`src/rtl/core/nsf_pkg.sv`:
```
// Shared types, constants and helper functions for the NMEA sentence framer.
// No dependencies.
package nsf_pkg;

    typedef enum logic [1:0] {
        ACT_BYTE  = 2'd0,
        ACT_TICK  = 2'd1,
        ACT_READ  = 2'd2,
        ACT_CLEAR = 2'd3
    } nsf_action_t;

    // Configuration register indexes
    localparam int CFG_INDEX_W = 1;
    localparam logic [CFG_INDEX_W-1:0] REG_SENTENCE_TIMEOUT = 1'd0;
    localparam logic [CFG_INDEX_W-1:0] REG_NO_DATA_TIMEOUT  = 1'd1;
    localparam logic [31:0] SENTENCE_TIMEOUT_RESET = 32'd1000000;
    localparam logic [31:0] NO_DATA_TIMEOUT_RESET  = 32'd2000000;

    localparam logic [7:0] LINE_CHARS = 8'd128;

    localparam logic [7:0] CH_DOLLAR = 8'h24;
    localparam logic [7:0] CH_STAR   = 8'h2A;
    localparam logic [7:0] CH_COMMA  = 8'h2C;
    localparam logic [7:0] CH_CR     = 8'h0D;
    localparam logic [7:0] CH_LF     = 8'h0A;

    // Address length saturates here; only "five or more" matters
    localparam logic [2:0] ADDR_LEN_MIN = 3'd5;

    localparam logic [2:0] KIND_OTHER = 3'd0;
    localparam logic [2:0] KIND_RMC   = 3'd1;
    localparam logic [2:0] KIND_GGA   = 3'd2;
    localparam logic [2:0] KIND_VTG   = 3'd3;
    localparam logic [2:0] KIND_GSA   = 3'd4;
    localparam logic [2:0] KIND_ZDA   = 3'd5;

    localparam logic [23:0] TAG_RMC = 24'h524D43;
    localparam logic [23:0] TAG_GGA = 24'h474741;
    localparam logic [23:0] TAG_VTG = 24'h565447;
    localparam logic [23:0] TAG_GSA = 24'h475341;
    localparam logic [23:0] TAG_ZDA = 24'h5A4441;

    // Counter indexes, window set follows the total set
    localparam int NUM_COUNTERS = 5;
    localparam logic [2:0] CNT_BYTES      = 3'd0;
    localparam logic [2:0] CNT_SENTENCES  = 3'd1;
    localparam logic [2:0] CNT_BAD_SUM    = 3'd2;
    localparam logic [2:0] CNT_OVERLONG   = 3'd3;
    localparam logic [2:0] CNT_UNFINISHED = 3'd4;
    localparam logic [3:0] SEL_WINDOW_BASE = 4'd5;
    localparam logic [3:0] SEL_LIMIT       = 4'd10;

    typedef struct packed {
        logic       done;
        logic       ok;
        logic [2:0] kind;
        logic [7:0] len;
    } nsf_frame_t;

    typedef struct packed {
        logic byte_rx;
        logic sentence;
        logic bad_sum;
        logic overlong;
        logic unfinished;
    } nsf_events_t;

    // Returns {invalid, nibble}
    function automatic logic [4:0] hex_digit(input logic [7:0] c);
        logic [4:0] r;
        if (c >= 8'h30 && c <= 8'h39)
            r = {1'b0, 4'(c - 8'h30)};
        else if (c >= 8'h41 && c <= 8'h46)
            r = {1'b0, 4'(c - 8'h37)};
        else if (c >= 8'h61 && c <= 8'h66)
            r = {1'b0, 4'(c - 8'h57)};
        else
            r = 5'h10;
        return r;
    endfunction

    function automatic logic [2:0] kind_of(input logic [23:0] tail, input logic [2:0] alen);
        logic [2:0] k;
        if (alen != ADDR_LEN_MIN)
            k = KIND_OTHER;
        else if (tail == TAG_RMC)
            k = KIND_RMC;
        else if (tail == TAG_GGA)
            k = KIND_GGA;
        else if (tail == TAG_VTG)
            k = KIND_VTG;
        else if (tail == TAG_GSA)
            k = KIND_GSA;
        else if (tail == TAG_ZDA)
            k = KIND_ZDA;
        else
            k = KIND_OTHER;
        return k;
    endfunction

endpackage

```
`src/rtl/core/nsf_in_if.sv`:
```
// Input channel of the sentence framer: valid/ready plus one input item.
// No dependencies.
interface nsf_in_if;
    logic       valid;
    logic       ready;
    logic [1:0] action;
    logic [7:0] byte_value;
    logic [31:0] time_us;
    logic [3:0] counter_select;

    modport source (output valid, action, byte_value, time_us, counter_select, input ready);
    modport sink   (input valid, action, byte_value, time_us, counter_select, output ready);
endinterface

```
`src/rtl/core/nsf_out_if.sv`:
```
// Result channel of the sentence framer: valid/ready plus one result item.
// No dependencies.
interface nsf_out_if;
    logic        valid;
    logic        ready;
    logic        sentence_done;
    logic        checksum_ok;
    logic [2:0]  sentence_kind;
    logic [7:0]  sentence_length;
    logic        receiving;
    logic [31:0] counter_value;

    modport source (output valid, sentence_done, checksum_ok, sentence_kind, sentence_length,
                    receiving, counter_value, input ready);
    modport sink   (input valid, sentence_done, checksum_ok, sentence_kind, sentence_length,
                    receiving, counter_value, output ready);
endinterface

```
`src/rtl/core/nsf_parser.sv`:
```
// Sentence framing and checksum state, updated once per item.
// Depends on nsf_pkg.
module nsf_parser (
    input  logic                 clk,
    input  logic                 rst_n,
    input  logic                 step,
    input  nsf_pkg::nsf_action_t action,
    input  logic [7:0]           byte_value,
    input  logic [31:0]          time_us,
    input  logic [31:0]          sentence_timeout,
    output nsf_pkg::nsf_frame_t  frame,
    output nsf_pkg::nsf_events_t events
);
    import nsf_pkg::*;

    logic        collecting_reg, collecting_next;
    logic        overlong_reg, overlong_next;
    logic [7:0]  line_len_reg, line_len_next;
    logic [31:0] start_reg, start_next;
    logic [7:0]  xor_reg, xor_next;
    logic        star_reg, star_next;
    logic [1:0]  digits_reg, digits_next;
    logic [7:0]  given_reg, given_next;
    logic        hex_ok_reg, hex_ok_next;
    logic [23:0] tail_reg, tail_next;
    logic [2:0]  alen_reg, alen_next;
    logic        adone_reg, adone_next;
    logic [4:0]  hex;
    logic        is_eol;

    assign hex    = hex_digit(byte_value);
    assign is_eol = (byte_value == CH_CR) || (byte_value == CH_LF);

    always_comb
    begin
        collecting_next = collecting_reg;
        overlong_next   = overlong_reg;
        line_len_next   = line_len_reg;
        start_next      = start_reg;
        xor_next        = xor_reg;
        star_next       = star_reg;
        digits_next     = digits_reg;
        given_next      = given_reg;
        hex_ok_next     = hex_ok_reg;
        tail_next       = tail_reg;
        alen_next       = alen_reg;
        adone_next      = adone_reg;
        frame           = '0;
        events          = '0;
        if (step)
        begin
            unique case (action)
                ACT_BYTE:
                begin
                    events.byte_rx = 1'b1;
                    if (byte_value == CH_DOLLAR)
                    begin
                        // A new dollar drops any open sentence silently
                        collecting_next = 1'b1;
                        overlong_next   = 1'b0;
                        line_len_next   = 8'd1;
                        start_next      = time_us;
                        xor_next        = '0;
                        star_next       = 1'b0;
                        digits_next     = '0;
                        given_next      = '0;
                        hex_ok_next     = 1'b1;
                        tail_next       = '0;
                        alen_next       = '0;
                        adone_next      = 1'b0;
                    end
                    else if (collecting_reg)
                    begin
                        if (is_eol)
                        begin
                            collecting_next = 1'b0;
                            if (overlong_reg)
                                events.overlong = 1'b1;
                            else
                            begin
                                frame.done = 1'b1;
                                frame.len  = line_len_reg;
                                frame.kind = kind_of(tail_reg, alen_reg);
                                frame.ok   = star_reg && (digits_reg == 2'd2) && hex_ok_reg
                                             && (given_reg == xor_reg);
                                events.sentence = 1'b1;
                                events.bad_sum  = !frame.ok;
                            end
                        end
                        else if (line_len_reg >= LINE_CHARS)
                            overlong_next = 1'b1;
                        else
                        begin
                            line_len_next = line_len_reg + 8'd1;
                            if (!star_reg)
                            begin
                                if (byte_value == CH_STAR)
                                begin
                                    star_next  = 1'b1;
                                    adone_next = 1'b1;
                                end
                                else
                                begin
                                    xor_next = xor_reg ^ byte_value;
                                    if (!adone_reg)
                                    begin
                                        if (byte_value == CH_COMMA)
                                        begin
                                            // Leading commas are skipped
                                            if (alen_reg != 3'd0)
                                                adone_next = 1'b1;
                                        end
                                        else
                                        begin
                                            tail_next = {tail_reg[15:0], byte_value};
                                            if (alen_reg != ADDR_LEN_MIN)
                                                alen_next = alen_reg + 3'd1;
                                        end
                                    end
                                end
                            end
                            else if (digits_reg != 2'd2)
                            begin
                                if (hex[4])
                                    hex_ok_next = 1'b0;
                                else
                                    given_next = {given_reg[3:0], hex[3:0]};
                                digits_next = digits_reg + 2'd1;
                            end
                        end
                    end
                end
                ACT_TICK:
                begin
                    if (collecting_reg && ((time_us - start_reg) > sentence_timeout))
                    begin
                        collecting_next   = 1'b0;
                        line_len_next     = '0;
                        events.unfinished = 1'b1;
                    end
                end
                ACT_READ:
                begin
                end
                ACT_CLEAR:
                begin
                end
            endcase
        end
    end

    always_ff @(posedge clk or negedge rst_n)
    begin
        if (!rst_n)
        begin
            collecting_reg <= 1'b0;
            overlong_reg   <= 1'b0;
            line_len_reg   <= '0;
            start_reg      <= '0;
            xor_reg        <= '0;
            star_reg       <= 1'b0;
            digits_reg     <= '0;
            given_reg      <= '0;
            hex_ok_reg     <= 1'b0;
            tail_reg       <= '0;
            alen_reg       <= '0;
            adone_reg      <= 1'b0;
        end
        else
        begin
            collecting_reg <= collecting_next;
            overlong_reg   <= overlong_next;
            line_len_reg   <= line_len_next;
            start_reg      <= start_next;
            xor_reg        <= xor_next;
            star_reg       <= star_next;
            digits_reg     <= digits_next;
            given_reg      <= given_next;
            hex_ok_reg     <= hex_ok_next;
            tail_reg       <= tail_next;
            alen_reg       <= alen_next;
            adone_reg      <= adone_next;
        end
    end

endmodule

```
`src/rtl/core/nsf_counters.sv`:
```
// Total and window event counters with read select and window clear.
// Depends on nsf_pkg.
module nsf_counters (
    input  logic                 clk,
    input  logic                 rst_n,
    input  logic                 step,
    input  nsf_pkg::nsf_action_t action,
    input  logic [3:0]           counter_select,
    input  nsf_pkg::nsf_events_t events,
    output logic [31:0]          value
);
    import nsf_pkg::*;

    logic [31:0] total_reg  [NUM_COUNTERS];
    logic [31:0] total_next [NUM_COUNTERS];
    logic [31:0] window_reg  [NUM_COUNTERS];
    logic [31:0] window_next [NUM_COUNTERS];
    logic [NUM_COUNTERS-1:0] bump;
    logic [3:0] win_sel;
    logic       clear;

    always_comb
    begin
        bump[CNT_BYTES]      = events.byte_rx;
        bump[CNT_SENTENCES]  = events.sentence;
        bump[CNT_BAD_SUM]    = events.bad_sum;
        bump[CNT_OVERLONG]   = events.overlong;
        bump[CNT_UNFINISHED] = events.unfinished;
    end

    assign clear = step && (action == ACT_CLEAR);

    always_comb
    begin
        for (int i = 0; i < NUM_COUNTERS; i++)
        begin
            total_next[i]  = total_reg[i] + {31'd0, bump[i]};
            window_next[i] = clear ? 32'd0 : window_reg[i] + {31'd0, bump[i]};
        end
    end

    always_ff @(posedge clk or negedge rst_n)
    begin
        if (!rst_n)
        begin
            for (int i = 0; i < NUM_COUNTERS; i++)
            begin
                total_reg[i]  <= '0;
                window_reg[i] <= '0;
            end
        end
        else
        begin
            for (int i = 0; i < NUM_COUNTERS; i++)
            begin
                total_reg[i]  <= total_next[i];
                window_reg[i] <= window_next[i];
            end
        end
    end

    assign win_sel = counter_select - SEL_WINDOW_BASE;

    always_comb
    begin
        value = '0;
        if (action == ACT_READ)
        begin
            priority if (counter_select < SEL_WINDOW_BASE)
                value = total_reg[counter_select[2:0]];
            else if (counter_select < SEL_LIMIT)
                value = window_reg[win_sel[2:0]];
            else
                value = '0;
        end
    end

endmodule

```
`src/rtl/core/nsf_rx_monitor.sv`:
```
// Tracks the time of the last good sentence and derives the receiving flag.
// No package dependency.
module nsf_rx_monitor (
    input  logic        clk,
    input  logic        rst_n,
    input  logic        step,
    input  logic        good,
    input  logic [31:0] time_us,
    input  logic [31:0] no_data_timeout,
    output logic        receiving
);
    logic        have_reg, have_next;
    logic [31:0] last_end_reg, last_end_next;

    assign have_next     = (step && good) ? 1'b1 : have_reg;
    assign last_end_next = (step && good) ? time_us : last_end_reg;

    // A good sentence in this item gives an age of zero
    assign receiving = good ? (no_data_timeout != 32'd0)
                            : (have_reg && ((time_us - last_end_reg) < no_data_timeout));

    always_ff @(posedge clk or negedge rst_n)
    begin
        if (!rst_n)
        begin
            have_reg     <= 1'b0;
            last_end_reg <= '0;
        end
        else
        begin
            have_reg     <= have_next;
            last_end_reg <= last_end_next;
        end
    end

endmodule

```
`src/rtl/core/nmea_sentence_framer.sv`:
```
// NMEA sentence framer: an accepted item passes an input register and then a result
// register, from which it leaves once the result is taken. Sustained rate is one
// item per cycle while results are taken. A stalled result holds the input register:
// it takes one more item while empty, then ready drops.
// Reset (rst_n, async low) clears framing state, counters, pipeline valids and
// restores the timeout registers to their defaults.
module nmea_sentence_framer (
    input  logic                              clk,
    input  logic                              rst_n,
    input  logic                              cfg_we,
    input  logic [nsf_pkg::CFG_INDEX_W-1:0]   cfg_index,
    input  logic [31:0]                       cfg_wdata,
    nsf_in_if.sink                            feed,
    nsf_out_if.source                         report
);
    import nsf_pkg::*;

    logic [31:0] sent_timeout_reg, nodata_timeout_reg;

    logic        s1_valid_reg;
    nsf_action_t s1_action_reg;
    logic [7:0]  s1_byte_reg;
    logic [31:0] s1_time_reg;
    logic [3:0]  s1_sel_reg;

    logic        out_valid_reg;
    nsf_frame_t  out_frame_reg;
    logic        out_rx_reg;
    logic [31:0] out_value_reg;

    logic        advance, step;
    nsf_frame_t  frame;
    nsf_events_t events;
    logic        receiving;
    logic [31:0] cnt_value;

    assign advance    = !out_valid_reg || report.ready;
    assign step       = s1_valid_reg && advance;
    assign feed.ready = !s1_valid_reg || advance;

    always_ff @(posedge clk or negedge rst_n)
    begin
        if (!rst_n)
        begin
            sent_timeout_reg   <= SENTENCE_TIMEOUT_RESET;
            nodata_timeout_reg <= NO_DATA_TIMEOUT_RESET;
        end
        else if (cfg_we)
        begin
            unique case (cfg_index)
                REG_SENTENCE_TIMEOUT: sent_timeout_reg   <= cfg_wdata;
                REG_NO_DATA_TIMEOUT:  nodata_timeout_reg <= cfg_wdata;
                default: ;
            endcase
        end
    end

    always_ff @(posedge clk or negedge rst_n)
    begin
        if (!rst_n)
        begin
            s1_valid_reg  <= 1'b0;
            out_valid_reg <= 1'b0;
        end
        else
        begin
            if (feed.ready)
                s1_valid_reg <= feed.valid;
            if (advance)
                out_valid_reg <= s1_valid_reg;
        end
    end

    always_ff @(posedge clk)
    begin
        if (feed.valid && feed.ready)
        begin
            s1_action_reg <= nsf_action_t'(feed.action);
            s1_byte_reg   <= feed.byte_value;
            s1_time_reg   <= feed.time_us;
            s1_sel_reg    <= feed.counter_select;
        end
        if (step)
        begin
            out_frame_reg <= frame;
            out_rx_reg    <= receiving;
            out_value_reg <= cnt_value;
        end
    end

    nsf_parser u_parser (
        .clk              (clk),
        .rst_n            (rst_n),
        .step             (step),
        .action           (s1_action_reg),
        .byte_value       (s1_byte_reg),
        .time_us          (s1_time_reg),
        .sentence_timeout (sent_timeout_reg),
        .frame            (frame),
        .events           (events)
    );

    nsf_counters u_counters (
        .clk            (clk),
        .rst_n          (rst_n),
        .step           (step),
        .action         (s1_action_reg),
        .counter_select (s1_sel_reg),
        .events         (events),
        .value          (cnt_value)
    );

    nsf_rx_monitor u_rx_monitor (
        .clk             (clk),
        .rst_n           (rst_n),
        .step            (step),
        .good            (frame.done && frame.ok),
        .time_us         (s1_time_reg),
        .no_data_timeout (nodata_timeout_reg),
        .receiving       (receiving)
    );

    assign report.valid           = out_valid_reg;
    assign report.sentence_done   = out_frame_reg.done;
    assign report.checksum_ok     = out_frame_reg.ok;
    assign report.sentence_kind   = out_frame_reg.kind;
    assign report.sentence_length = out_frame_reg.len;
    assign report.receiving       = out_rx_reg;
    assign report.counter_value   = out_value_reg;

endmodule

```
`src/flat_wrapper.sv`:
```
// flat-port wrapper written by rule: the top's interface ports become plain ports
module nmea_sentence_framer_flat import nsf_pkg::*;
  (clk, rst_n, cfg_we, cfg_index, cfg_wdata, feed_valid, feed_action, feed_byte_value, feed_time_us, feed_counter_select, feed_ready, report_valid, report_sentence_done, report_checksum_ok, report_sentence_kind, report_sentence_length, report_receiving, report_counter_value, report_ready);
  nsf_in_if feed_i ();
  nsf_out_if report_i ();
  input  logic clk;
  input  logic rst_n;
  input  logic cfg_we;
  input  logic [nsf_pkg::CFG_INDEX_W-1:0] cfg_index;
  input  logic [31:0] cfg_wdata;
  input wire logic [$bits(feed_i.valid)-1:0] feed_valid;
  input wire logic [$bits(feed_i.action)-1:0] feed_action;
  input wire logic [$bits(feed_i.byte_value)-1:0] feed_byte_value;
  input wire logic [$bits(feed_i.time_us)-1:0] feed_time_us;
  input wire logic [$bits(feed_i.counter_select)-1:0] feed_counter_select;
  output wire logic [$bits(feed_i.ready)-1:0] feed_ready;
  output wire logic [$bits(report_i.valid)-1:0] report_valid;
  output wire logic [$bits(report_i.sentence_done)-1:0] report_sentence_done;
  output wire logic [$bits(report_i.checksum_ok)-1:0] report_checksum_ok;
  output wire logic [$bits(report_i.sentence_kind)-1:0] report_sentence_kind;
  output wire logic [$bits(report_i.sentence_length)-1:0] report_sentence_length;
  output wire logic [$bits(report_i.receiving)-1:0] report_receiving;
  output wire logic [$bits(report_i.counter_value)-1:0] report_counter_value;
  input wire logic [$bits(report_i.ready)-1:0] report_ready;
  assign feed_i.valid = feed_valid;
  assign feed_i.action = feed_action;
  assign feed_i.byte_value = feed_byte_value;
  assign feed_i.time_us = feed_time_us;
  assign feed_i.counter_select = feed_counter_select;
  assign feed_ready = feed_i.ready;
  assign report_valid = report_i.valid;
  assign report_sentence_done = report_i.sentence_done;
  assign report_checksum_ok = report_i.checksum_ok;
  assign report_sentence_kind = report_i.sentence_kind;
  assign report_sentence_length = report_i.sentence_length;
  assign report_receiving = report_i.receiving;
  assign report_counter_value = report_i.counter_value;
  assign report_i.ready = report_ready;
  nmea_sentence_framer u_core (.clk(clk), .rst_n(rst_n), .cfg_we(cfg_we), .cfg_index(cfg_index), .cfg_wdata(cfg_wdata), .feed(feed_i), .report(report_i));
endmodule
```
`config.mk`:
```
export PLATFORM = sky130hd
export DESIGN_NAME = nmea_sentence_framer_flat
export DESIGN_NICKNAME = d
export VERILOG_FILES = /design/src/rtl/core/nsf_pkg.sv /design/src/rtl/core/nsf_in_if.sv /design/src/rtl/core/nsf_out_if.sv /design/src/rtl/core/nsf_parser.sv /design/src/rtl/core/nsf_counters.sv /design/src/rtl/core/nsf_rx_monitor.sv /design/src/rtl/core/nmea_sentence_framer.sv /design/src/flat_wrapper.sv
export SDC_FILE = /design/constraint.sdc
export NUM_CORES = 1
export LEC_CHECK = 0
export BUFFER_PORTS_ARGS = -buffer_cell sky130_fd_sc_hd__buf_4
export CORE_UTILIZATION = 38
export DETAILED_ROUTE_END_ITERATION = 7
export GPL_ROUTABILITY_DRIVEN = 0
export GPL_TIMING_DRIVEN = 0
export HOLD_SLACK_MARGIN = 0.12
export PLACE_DENSITY = 0.64
export SETUP_SLACK_MARGIN = 0.3
export SYNTH_ARGS = -nofsm -noshare
export SYNTH_HDL_FRONTEND = slang
export SYNTH_SLANG_ARGS = --single-unit
```
`constraint.sdc`:
```
create_clock -name clk -period 7.9 [get_ports clk]
set_clock_uncertainty 0.2 [all_clocks]
set_input_delay 0.395 -clock clk [delete_from_list [all_inputs] [get_ports clk]]
set_output_delay 0.395 -clock clk [all_outputs]
set_load 0.02 [all_outputs]
```
* After elaboration in Yosys (flattened, before gate mapping)
Index checks and enable logic that the tools add are counted.
** Storage, ports and cells
- Flip-flop bits (word level) :: 601
- Bits of input ports :: 84
** Operators by class
- Add/subtract/negate cells :: 19
- Magnitude comparators :: 13
- Equality and inequality tests :: 28
- Muxes and demuxes :: 111
- Bitwise logic cells :: 8
- Reductions and logical operators :: 47
** Operators with widths (number)
- 32-bit 2-to-1 mux :: 11
- 32-bit by 1-bit adder with 32-bit output :: 10
- 32-bit binary-select mux with 3-bit select :: 2
- 24-bit 2-to-1 mux :: 8
- 8-bit 2-to-1 mux :: 18
- 24-bit by 23-bit == test with 1-bit output (second input constant) :: 5
- 13-bit 2-to-1 mux :: 6
- 32-bit subtractor :: 2
- 3-bit 2-to-1 mux :: 18
- 1-bit 2-to-1 mux :: 34
- 32-bit greater-than comparator :: 1
- 32-bit < comparator :: 1
- 32-bit nonzero test :: 1
- 8-bit by 6-bit == test with 1-bit output (second input constant) :: 3
- 5-bit 2-to-1 mux :: 4
- 8-bit by 4-bit == test with 1-bit output (second input constant) :: 2
- 8-bit by 7-bit greater-or-equal comparator with 1-bit output (second input constant) :: 2
- 8-bit by 7-bit less-or-equal comparator with 1-bit output (second input constant) :: 2
- 8-bit one-hot mux with 2 select lines :: 1
- 8-bit AND reduction :: 2
- 2-bit 2-to-1 mux :: 7
- 7-bit AND reduction :: 2
- 2-bit nonzero test :: 7
- 1-bit logical AND :: 13
- 37 further kinds :: 64

* Depth between registers and ports, before layout
Gate-level depths: netlist (run 1).
- Depth after elaboration :: 15
- Depth in mapped cells :: 28

* By module
Synthesis (run 1) repeated with hierarchy kept, for this count alone.
** Unflattened totals
- Cells, all modules :: 3274
- Area total of the unflattened synthesis :: 34097.7 sq um
** Modules (own cells, without submodules)
- nsf_counters :: instances 1, cells an instance 1743, area each 17918.4 sq um
- nsf_parser :: instances 1, cells an instance 816, area each 6832.8 sq um
- nmea_sentence_framer :: instances 1, cells an instance 238, area each 5301.3 sq um
- nsf_rx_monitor :: instances 1, cells an instance 477, area each 4045.1 sq um

* Least setup slack after synthesis (run 1)
Ideal clock, no wire load.
- Path type :: reg2reg
- From :: register u_core.s1_time_reg[0]
- To :: register u_core.u_counters.window_reg[31] in the netlist's numbering
- Setup time :: 132 ps
- Arrival :: 5583 ps
- Data required time :: 7568 ps
- Setup slack :: 1985 ps
- Cell stages (with the launch flop) :: 28
- Cell sequence :: edfxtp_1 -> inv_1 -> ha_1 -> inv_1 -> fa_1 -> a211oi_1 -> o21ai_1 -> and3_1 -> o311ai_1 -> a41oi_1 -> o31a_1 -> o21a_1 -> nor2_1 -> xnor2_1 -> ha_1 -> nand4_1 -> nor4_1 -> o41ai_1 -> a211oi_1 -> ha_1 -> nand2_1 -> nor2b_1 -> and2_1 -> nor2b_1 -> and4_1 -> nand2_1 -> xor2_1 -> nor2_1
** RTL lines
- start: declaration :: RTL line nmea_sentence_framer.sv:23 : logic [31:0] s1_time_reg;
- start signal: assignment :: RTL line nmea_sentence_framer.sv:80 : s1_time_reg <= feed.time_us;
- end signal: indexed assignment :: RTL line nsf_counters.sv:57 : window_reg[i] <= window_next[i];
- end: declaration :: RTL line nsf_counters.sv:16 : logic [31:0] window_reg [NUM_COUNTERS];

==> qor.yml, run 1 <==
global_routing:
  grt.total_usage_pct: 19.5
  antenna_found_initial: 1
  grt_pass1_wl_um: 132000
  grt_pass1_vias: 23900
  grt_max_degree: 119
  grt-ovfl-total: 0
sta:
  layout_min_cycle_time_ns: 7.04
  finalMaxSlewViolations: 0
  worst_pin_slew_ns: 1.26
  rsz0062_at_grt: "false"
  fin_setup_tns_ns: 0
  max_slew_margin_pct: 15.7
  fmax_ghz: 0.142
  finalSetupViolations: 0
  hold_viol: 0
  fin_crit_sh_pct: 89.1
power_and_ir_drop:
  clockPowerShare_pct: 46.4
  swShare_pct: 25.4
  ir_worst_vdd_uv: 196
  p_leak_nw: 17.3
  pwr-share-comb_pct: 9.0
  pwr_density_cell_nw_per_um2: 197
  p_int_mw: 5.60
  power_frac_seq_pct: 44.5
  switching_power_mw: 1.91
worst_setup_path:
  critPathKind: "register to register"
  worstPathArrival_ns: 7.31
  rr_endpoint: "u_core.u_counters.window_reg[31]$_DFF_PN0_"
  end_kind: "register"
  start_kind: "register"
  reg2reg_depth: 27
  rrSetupSlack_ns: 0.86
  r2r_start: "u_core.s1_time_reg[0]$_DFFE_PP_"
  crit_required_ns: 8.17
  cp_max_fo: 6
detailed_routing:
  num_vias: 24200
  dr.pass1.iters: 5
  wirelength_um: 83400
  drc: 0
  wl_per_cell_um: 17.8
  drtIter0Drc: 1668
  drtAntennaViolNets: 0
  via_per_inst: 5.18
synthesis:
  async_flop_share_pct: 84.7
  ys_seq_area_share_pct: 48.3
  ys_seq_elements: 601
  synthCells: 3181
  yosys.area.top_type: "dfrtp_1"
  synth_fp_nets: 3423
  synth_most_common_cell: "dfrtp_1"
  ys_top_cells_by_count: "dfrtp_1, nor2_1, nand2_1"
  synth-edff-count: 92
  ys_top_cells_by_area: "dfrtp_1, edfxtp_1, ha_1, xnor2_1, xor2_1"
  syn_area_um2: 32100
  synth_cell_types: 73
  synth.top_cell.area_share_pct: 38.6
  synth_top_flop_cell: "dfrtp_1"
  synth.avg_cell_area_um2: 10.1
  synth_warnings: 0
placed_design:
  dp_hpwl_um: 61700
  portBuffers: 131
  place_area_um2: 34700
final_layout:
  stdcell_area_um2: 38200
  fillers: 7798
  antenna_cells: 0
  nNetsFinal: 3723
  syn_to_final_growth_pct: 18.8
  drive_above_1_share_pct: 11.5
clocking:
  cts_root_buf: "clkbuf_16"
  cts_tree: "done"
  numClockSinks: 601
  clk_pin_slew_ns: 0.06
  clkLatencyLatePin_ns: 0.66
  cts_buffer_depth: 3
  cts_max_level: 3
  cts_buffers: 74
floorplanning:
  die_area_um2: 85700
  start_util_pct: 38.4
  num_rows: 106
  die_w_um: 293
  core_area_um2: 83700
  io-pin-count: 132
  die_height_um: 293
worst_hold_path:
  hold_depth: 3
  hp-class: "input pin to register"
  min_from: "cfg_index"
  min_to: "u_core.nodata_timeout_reg[31]$_DFFE_PN0P_"
outcome:
  status: "finished clean"
flow_run:
  drv_cap: 0
[layer usage]
metal  GRT usage [%]  up-vias  wire length [um]
li1                -    11700                 -
met1            26.6    11900             38000
met2            32.1      531             39500
met3            2.53      127              3610
met4            6.12        0              2320
met5               0        -                 0
[layout make-up]
cell class | count | area, um^2 | share of cell area, %
Clock buffer | 104 | 2150 | 5.62
Buffer | 101 | 407 | 1.07
Inverter | 170 | 638 | 1.67
Tap cell | 1134 | 1420 | 3.72
Clock inverter | 31 | 427 | 1.12
Multi-Input combinational cell | 2309 | 15600 | 40.8
Timing Repair Buffer | 224 | 2020 | 5.31
Sequential cell | 601 | 15500 | 40.7
[cell usage in the layout (no fill, tap or decap), types with 14 or more instances in the layout]
cell type and instances:
clkbuf_1 83, o22a_1 17, o21a_1 17, a22oi_1 39
nand2_1 325, a21o_1 39, edfxtp_1 92, nand2b_1 22
and2_1 26, nand4_1 70, dfrtp_1 495, nor3_1 31
inv_1 168, clkbuf_16 75, xor2_1 170, dfstp_2 14
nor2_1 348, and3_1 73, a21oi_1 129, ha_1 156
o22ai_1 17, nor2b_1 49, buf_2 19, o21ai_0 162
mux2i_1 26, mux4_2 49, mux2_2 35, nand3_1 154
dlygate4sd3_1 84, xnor2_1 197, clkbuf_8 16, buf_4 133
[critical path, cell delays in order (launching register included)]
cell and delay (ns):
edfxtp_1 0.42, inv_1 0.16, ha_1 0.20, inv_1 0.06, fa_1 0.42, a211oi_1 0.33
o21ai_1 0.15, and3_1 0.21, o311ai_1 0.37, a41oi_1 0.32, o31a_1 0.41, o21ai_0 0.25
xnor2_1 0.10, ha_1 0.30, nand4_1 0.26, nor4_4 0.43, o41ai_1 0.20, a211oi_2 0.20
buf_4 0.15, ha_1 0.18, nand2_1 0.11, nor2b_2 0.24, and2_1 0.27, nor2b_2 0.33
and4_1 0.29, nand2_1 0.08, xor2_1 0.15, nor2_1 0.06
[power by group through the flow]
stage                     Sequential, mW  Clock (mW)  Combinational [mW]
after detailed placement            3.40           0               0.641
after floorplan                     3.39           0               0.374
final                               3.35        3.49               0.677
after global placement              3.40           0               0.620
after CTS                           3.35        3.57               0.681
after global routing                3.36        3.69               0.756
[worst max-delay path by stage]
stage	startpoint	end	slack, ns	depth (start not counted)
final	u_core.s1_time_reg[0]$_DFFE_PP_	u_core.u_counters.window_reg[31]$_DFF_PN0_	0.86	27
after CTS	u_core.s1_time_reg[0]$_DFFE_PP_	u_core.u_counters.window_reg[31]$_DFF_PN0_	0.42	27
after global routing	u_core.s1_time_reg[0]$_DFFE_PP_	u_core.u_counters.window_reg[31]$_DFF_PN0_	0.30	27
after global placement	u_core.s1_time_reg[0]$_DFFE_PP_	u_core.u_counters.window_reg[31]$_DFF_PN0_	-0.21	26
after floorplan	u_core.s1_time_reg[0]$_DFFE_PP_	u_core.u_counters.window_reg[31]$_DFF_PN0_	1.99	27
after detailed placement	u_core.s1_time_reg[0]$_DFFE_PP_	u_core.u_counters.window_reg[31]$_DFF_PN0_	-0.23	26
[repair_timing]
action,4_1_cts,5_1_grt
buffers inserted,2,0
hold buffers,84,0
hold endpoints to repair,337,0
gates resized for setup,1,4
setup endpoints to repair,13,12
pin swaps,1,0
[cells by family (layout without fill, tap and decap cells)]
| kind of cell | Yosys count | after routing | share of synthesized area (%) |
|---|---|---|---|
| and+or+nand+nor | 1179 | 1179 | 17.3 |
| DFF | 601 | 601 | 48.3 |
| AOI/OAI and AO/OA | 495 | 495 | 9.41 |
| xor gates and xnor gates | 367 | 367 | 10.0 |
| buffers and inverters | 271 | 630 | 3.25 |
| adders and majority gates | 158 | 158 | 6.20 |
| muxes | 110 | 110 | 5.47 |
[metrics by stage]
stage / setup WS, ns / std cells / hold slack, ns / utilization [%] / power, mW
after floorplan: 1.99 / 3181 / -0.101 / - / 3.76
after global placement: -0.211 / 4446 / 0.256 / 41.2 / 4.02
after detailed placement: -0.231 / 4453 / 0.0203 / 41.5 / 4.04
after CTS: 0.421 / 4674 / 0.122 / 45.6 / 7.60
after global routing: 0.296 / 4674 / 0.159 / 45.6 / 7.80
final: 0.864 / 4674 / 0.161 / 45.6 / 7.51
No activity file was read; power rests on OpenSTA's default activity.
==> run 2: changes to the inputs <==
- CORE_MARGIN: not set -> 2
==> run 2 against run 1 <==
  * Sequential share of layout area is 0.092 points higher
  * Clock power hardly changed
  * Final cell count down 0.17%
  * Largest cell class unchanged
  * Highest routed layer unchanged
==> qor.yml, run 2 (synthesis gave the netlist of run 1 again) <==
outcome:
  status: "finished clean"
sta:
  layout_min_cycle_time_ns: 7.11
  fin_crit_sh_pct: 90.0
  fmax_ghz: 0.141
  rsz0062_at_grt: "false"
  worst_pin_slew_ns: 1.06
  fin_setup_tns_ns: 0
  hold_viol: 0
  max_slew_margin_pct: 28.4
  finalMaxSlewViolations: 0
  finalSetupViolations: 0
final_layout:
  antenna_cells: 0
  syn_to_final_growth_pct: 18.5
  multiInputGateArea_um2: 15600
  nNetsFinal: 3718
  final_cell_mix: "dfrtp_1, nor2_1, nand2_1"
  drive_above_1_share_pct: 11.3
  layout_commonest_cell: "dfrtp_1"
  fin_util_pct: 45.5
  ff_latch_area_um2: 15500
  fillers: 7913
floorplanning:
  core_area_um2: 83700
  num_rows: 106
  die_area_um2: 86900
  die_w_um: 295
  io-pin-count: 132
  die_height_um: 295
  start_util_pct: 38.4
power_and_ir_drop:
  power_mw: 7.52
  switching_power_mw: 1.88
  power_frac_seq_pct: 44.5
  p_leak_nw: 17.3
  swShare_pct: 25.1
  pwr-share-comb_pct: 9.0
  ir_worst_vdd_uv: 206
  pwr_density_cell_nw_per_um2: 197
  p_int_mw: 5.63
  clockPowerShare_pct: 46.4
global_routing:
  grt_max_degree: 106
  antenna_found_initial: 1
  grt-ovfl-total: 0
  grt_pass1_wl_um: 132000
  grt.total_usage_pct: 19.3
  grt_pass1_vias: 23900
clocking:
  cts_root_buf: "clkbuf_16"
  cts_max_level: 3
  cts_tree: "done"
  clkLatencyLatePin_ns: 0.63
  numClockSinks: 601
  cts_buffers: 71
  cts_buffer_depth: 3
  clk_pin_slew_ns: 0.06
worst_setup_path:
  start_kind: "register"
  slowest_delay_ns: 0.43
  end_kind: "register"
  slowest_stage: "edfxtp_1"
  rrSetupSlack_ns: 0.79
  reg2reg_depth: 27
  r2r_start: "u_core.s1_time_reg[0]$_DFFE_PP_"
  cp_max_fo: 6
  cp-startpoint: "u_core.s1_time_reg[0]$_DFFE_PP_"
  crit_required_ns: 8.19
  cp_common_cell: "ha_1"
  critPathKind: "register to register"
  worstPathArrival_ns: 7.40
worst_hold_path:
  hp-class: "input pin to asynchronous set/reset pin"
flow_run:
  drv_cap: 0
detailed_routing:
  drc: 0
  wl_per_cell_um: 17.8
  wirelength_um: 83100
  dr.pass1.iters: 5
  num_vias: 24300
  via_per_inst: 5.20
  drtIter0Drc: 1883
  drtAntennaViolNets: 0
placed_design:
  dp_hpwl_um: 61700
  portBuffers: 131
==> run 2: cell count changes in the layout (fill, tap and decap cells not counted), sizes merged <==
cell         change
bufinv           +4
dlygate4sd3      -2
clkinv           -2
inv              +3
clkbuf          -11
==> run 2: power by group through the flow <==
stage	combinational [mW]	clock (mW)	sequential, mW
finish	0.680	3.49	3.35
global route	0.761	3.69	3.36
CTS	0.682	3.56	3.35
detailed placement	0.644	0	3.40
global placement	0.620	0	3.40
floorplan	0.374	0	3.39
==> run 2: stage by stage <==
step	setup slack (ns)	area [um^2]	hold slack (ns)	cells
floorplan	1.99	32100	-0.101	3181
global placement	-0.179	34500	0.249	4446
detailed placement	-0.227	34700	0.236	4453
CTS	0.479	38100	0.134	4666
global route	0.360	38100	0.188	4666
finish	0.788	38100	0.142	4666
==> run 2: final timing paths <==
path | end
max in group asynchronous | u_core.u_counters.window_reg[49]$_DFF_PN0_
worst min-delay path | u_core.u_rx_monitor.last_end_reg[7]$_DFFE_PN0P_
worst min register to register | u_core.u_counters.total_reg[159]$_DFF_PN0_
worst max register to register | u_core.u_counters.window_reg[31]$_DFF_PN0_
worst max-delay path | u_core.u_counters.window_reg[31]$_DFF_PN0_
min in group clk | u_core.nodata_timeout_reg[0]$_DFFE_PN0P_
==> run 2: area by class of cell <==
class	count	area share, %
plain buffers	101	1.07
clock buffers	93	5.31
clock inverters	36	1.28
inverters	170	1.68
multi-input cells	2309	40.9
flip-flops and latches	601	40.8
well taps	1134	3.73
repair buffers	222	5.26
==> run 2: metal layers <==
| layer | track usage, % | share of wire [%] | up-vias | wire (um) |
|---|---|---|---|---|
| li1 | - | - | 11600 | - |
| met1 | 26.5 | 45 | 11900 | 37600 |
| met3 | 2.71 | 5.1 | 136 | 4200 |
| met5 | 0 | 0 | - | 0 |
| met4 | 5.80 | 2.8 | 0 | 2330 |
| met2 | 31.6 | 47 | 570 | 39000 |
==> run 2: critical path: cells and delay by family, from the launching register on <==
family / cells / cell delay, ns
compound gates: 8 / 2.26
buf+inv: 3 / 0.39
fa+ha+maj: 4 / 1.08
flops: 1 / 0.43
xor+xnor: 2 / 0.26
simple gates: 10 / 2.35
==> run 2: what timing repair did <==
item	CTS	global route
pin swaps	1	0
setup buffers	2	0
setup endpoints to repair	14	8
gates resized for setup	1	3
hold endpoints to repair	197	0
hold buffers	82	0
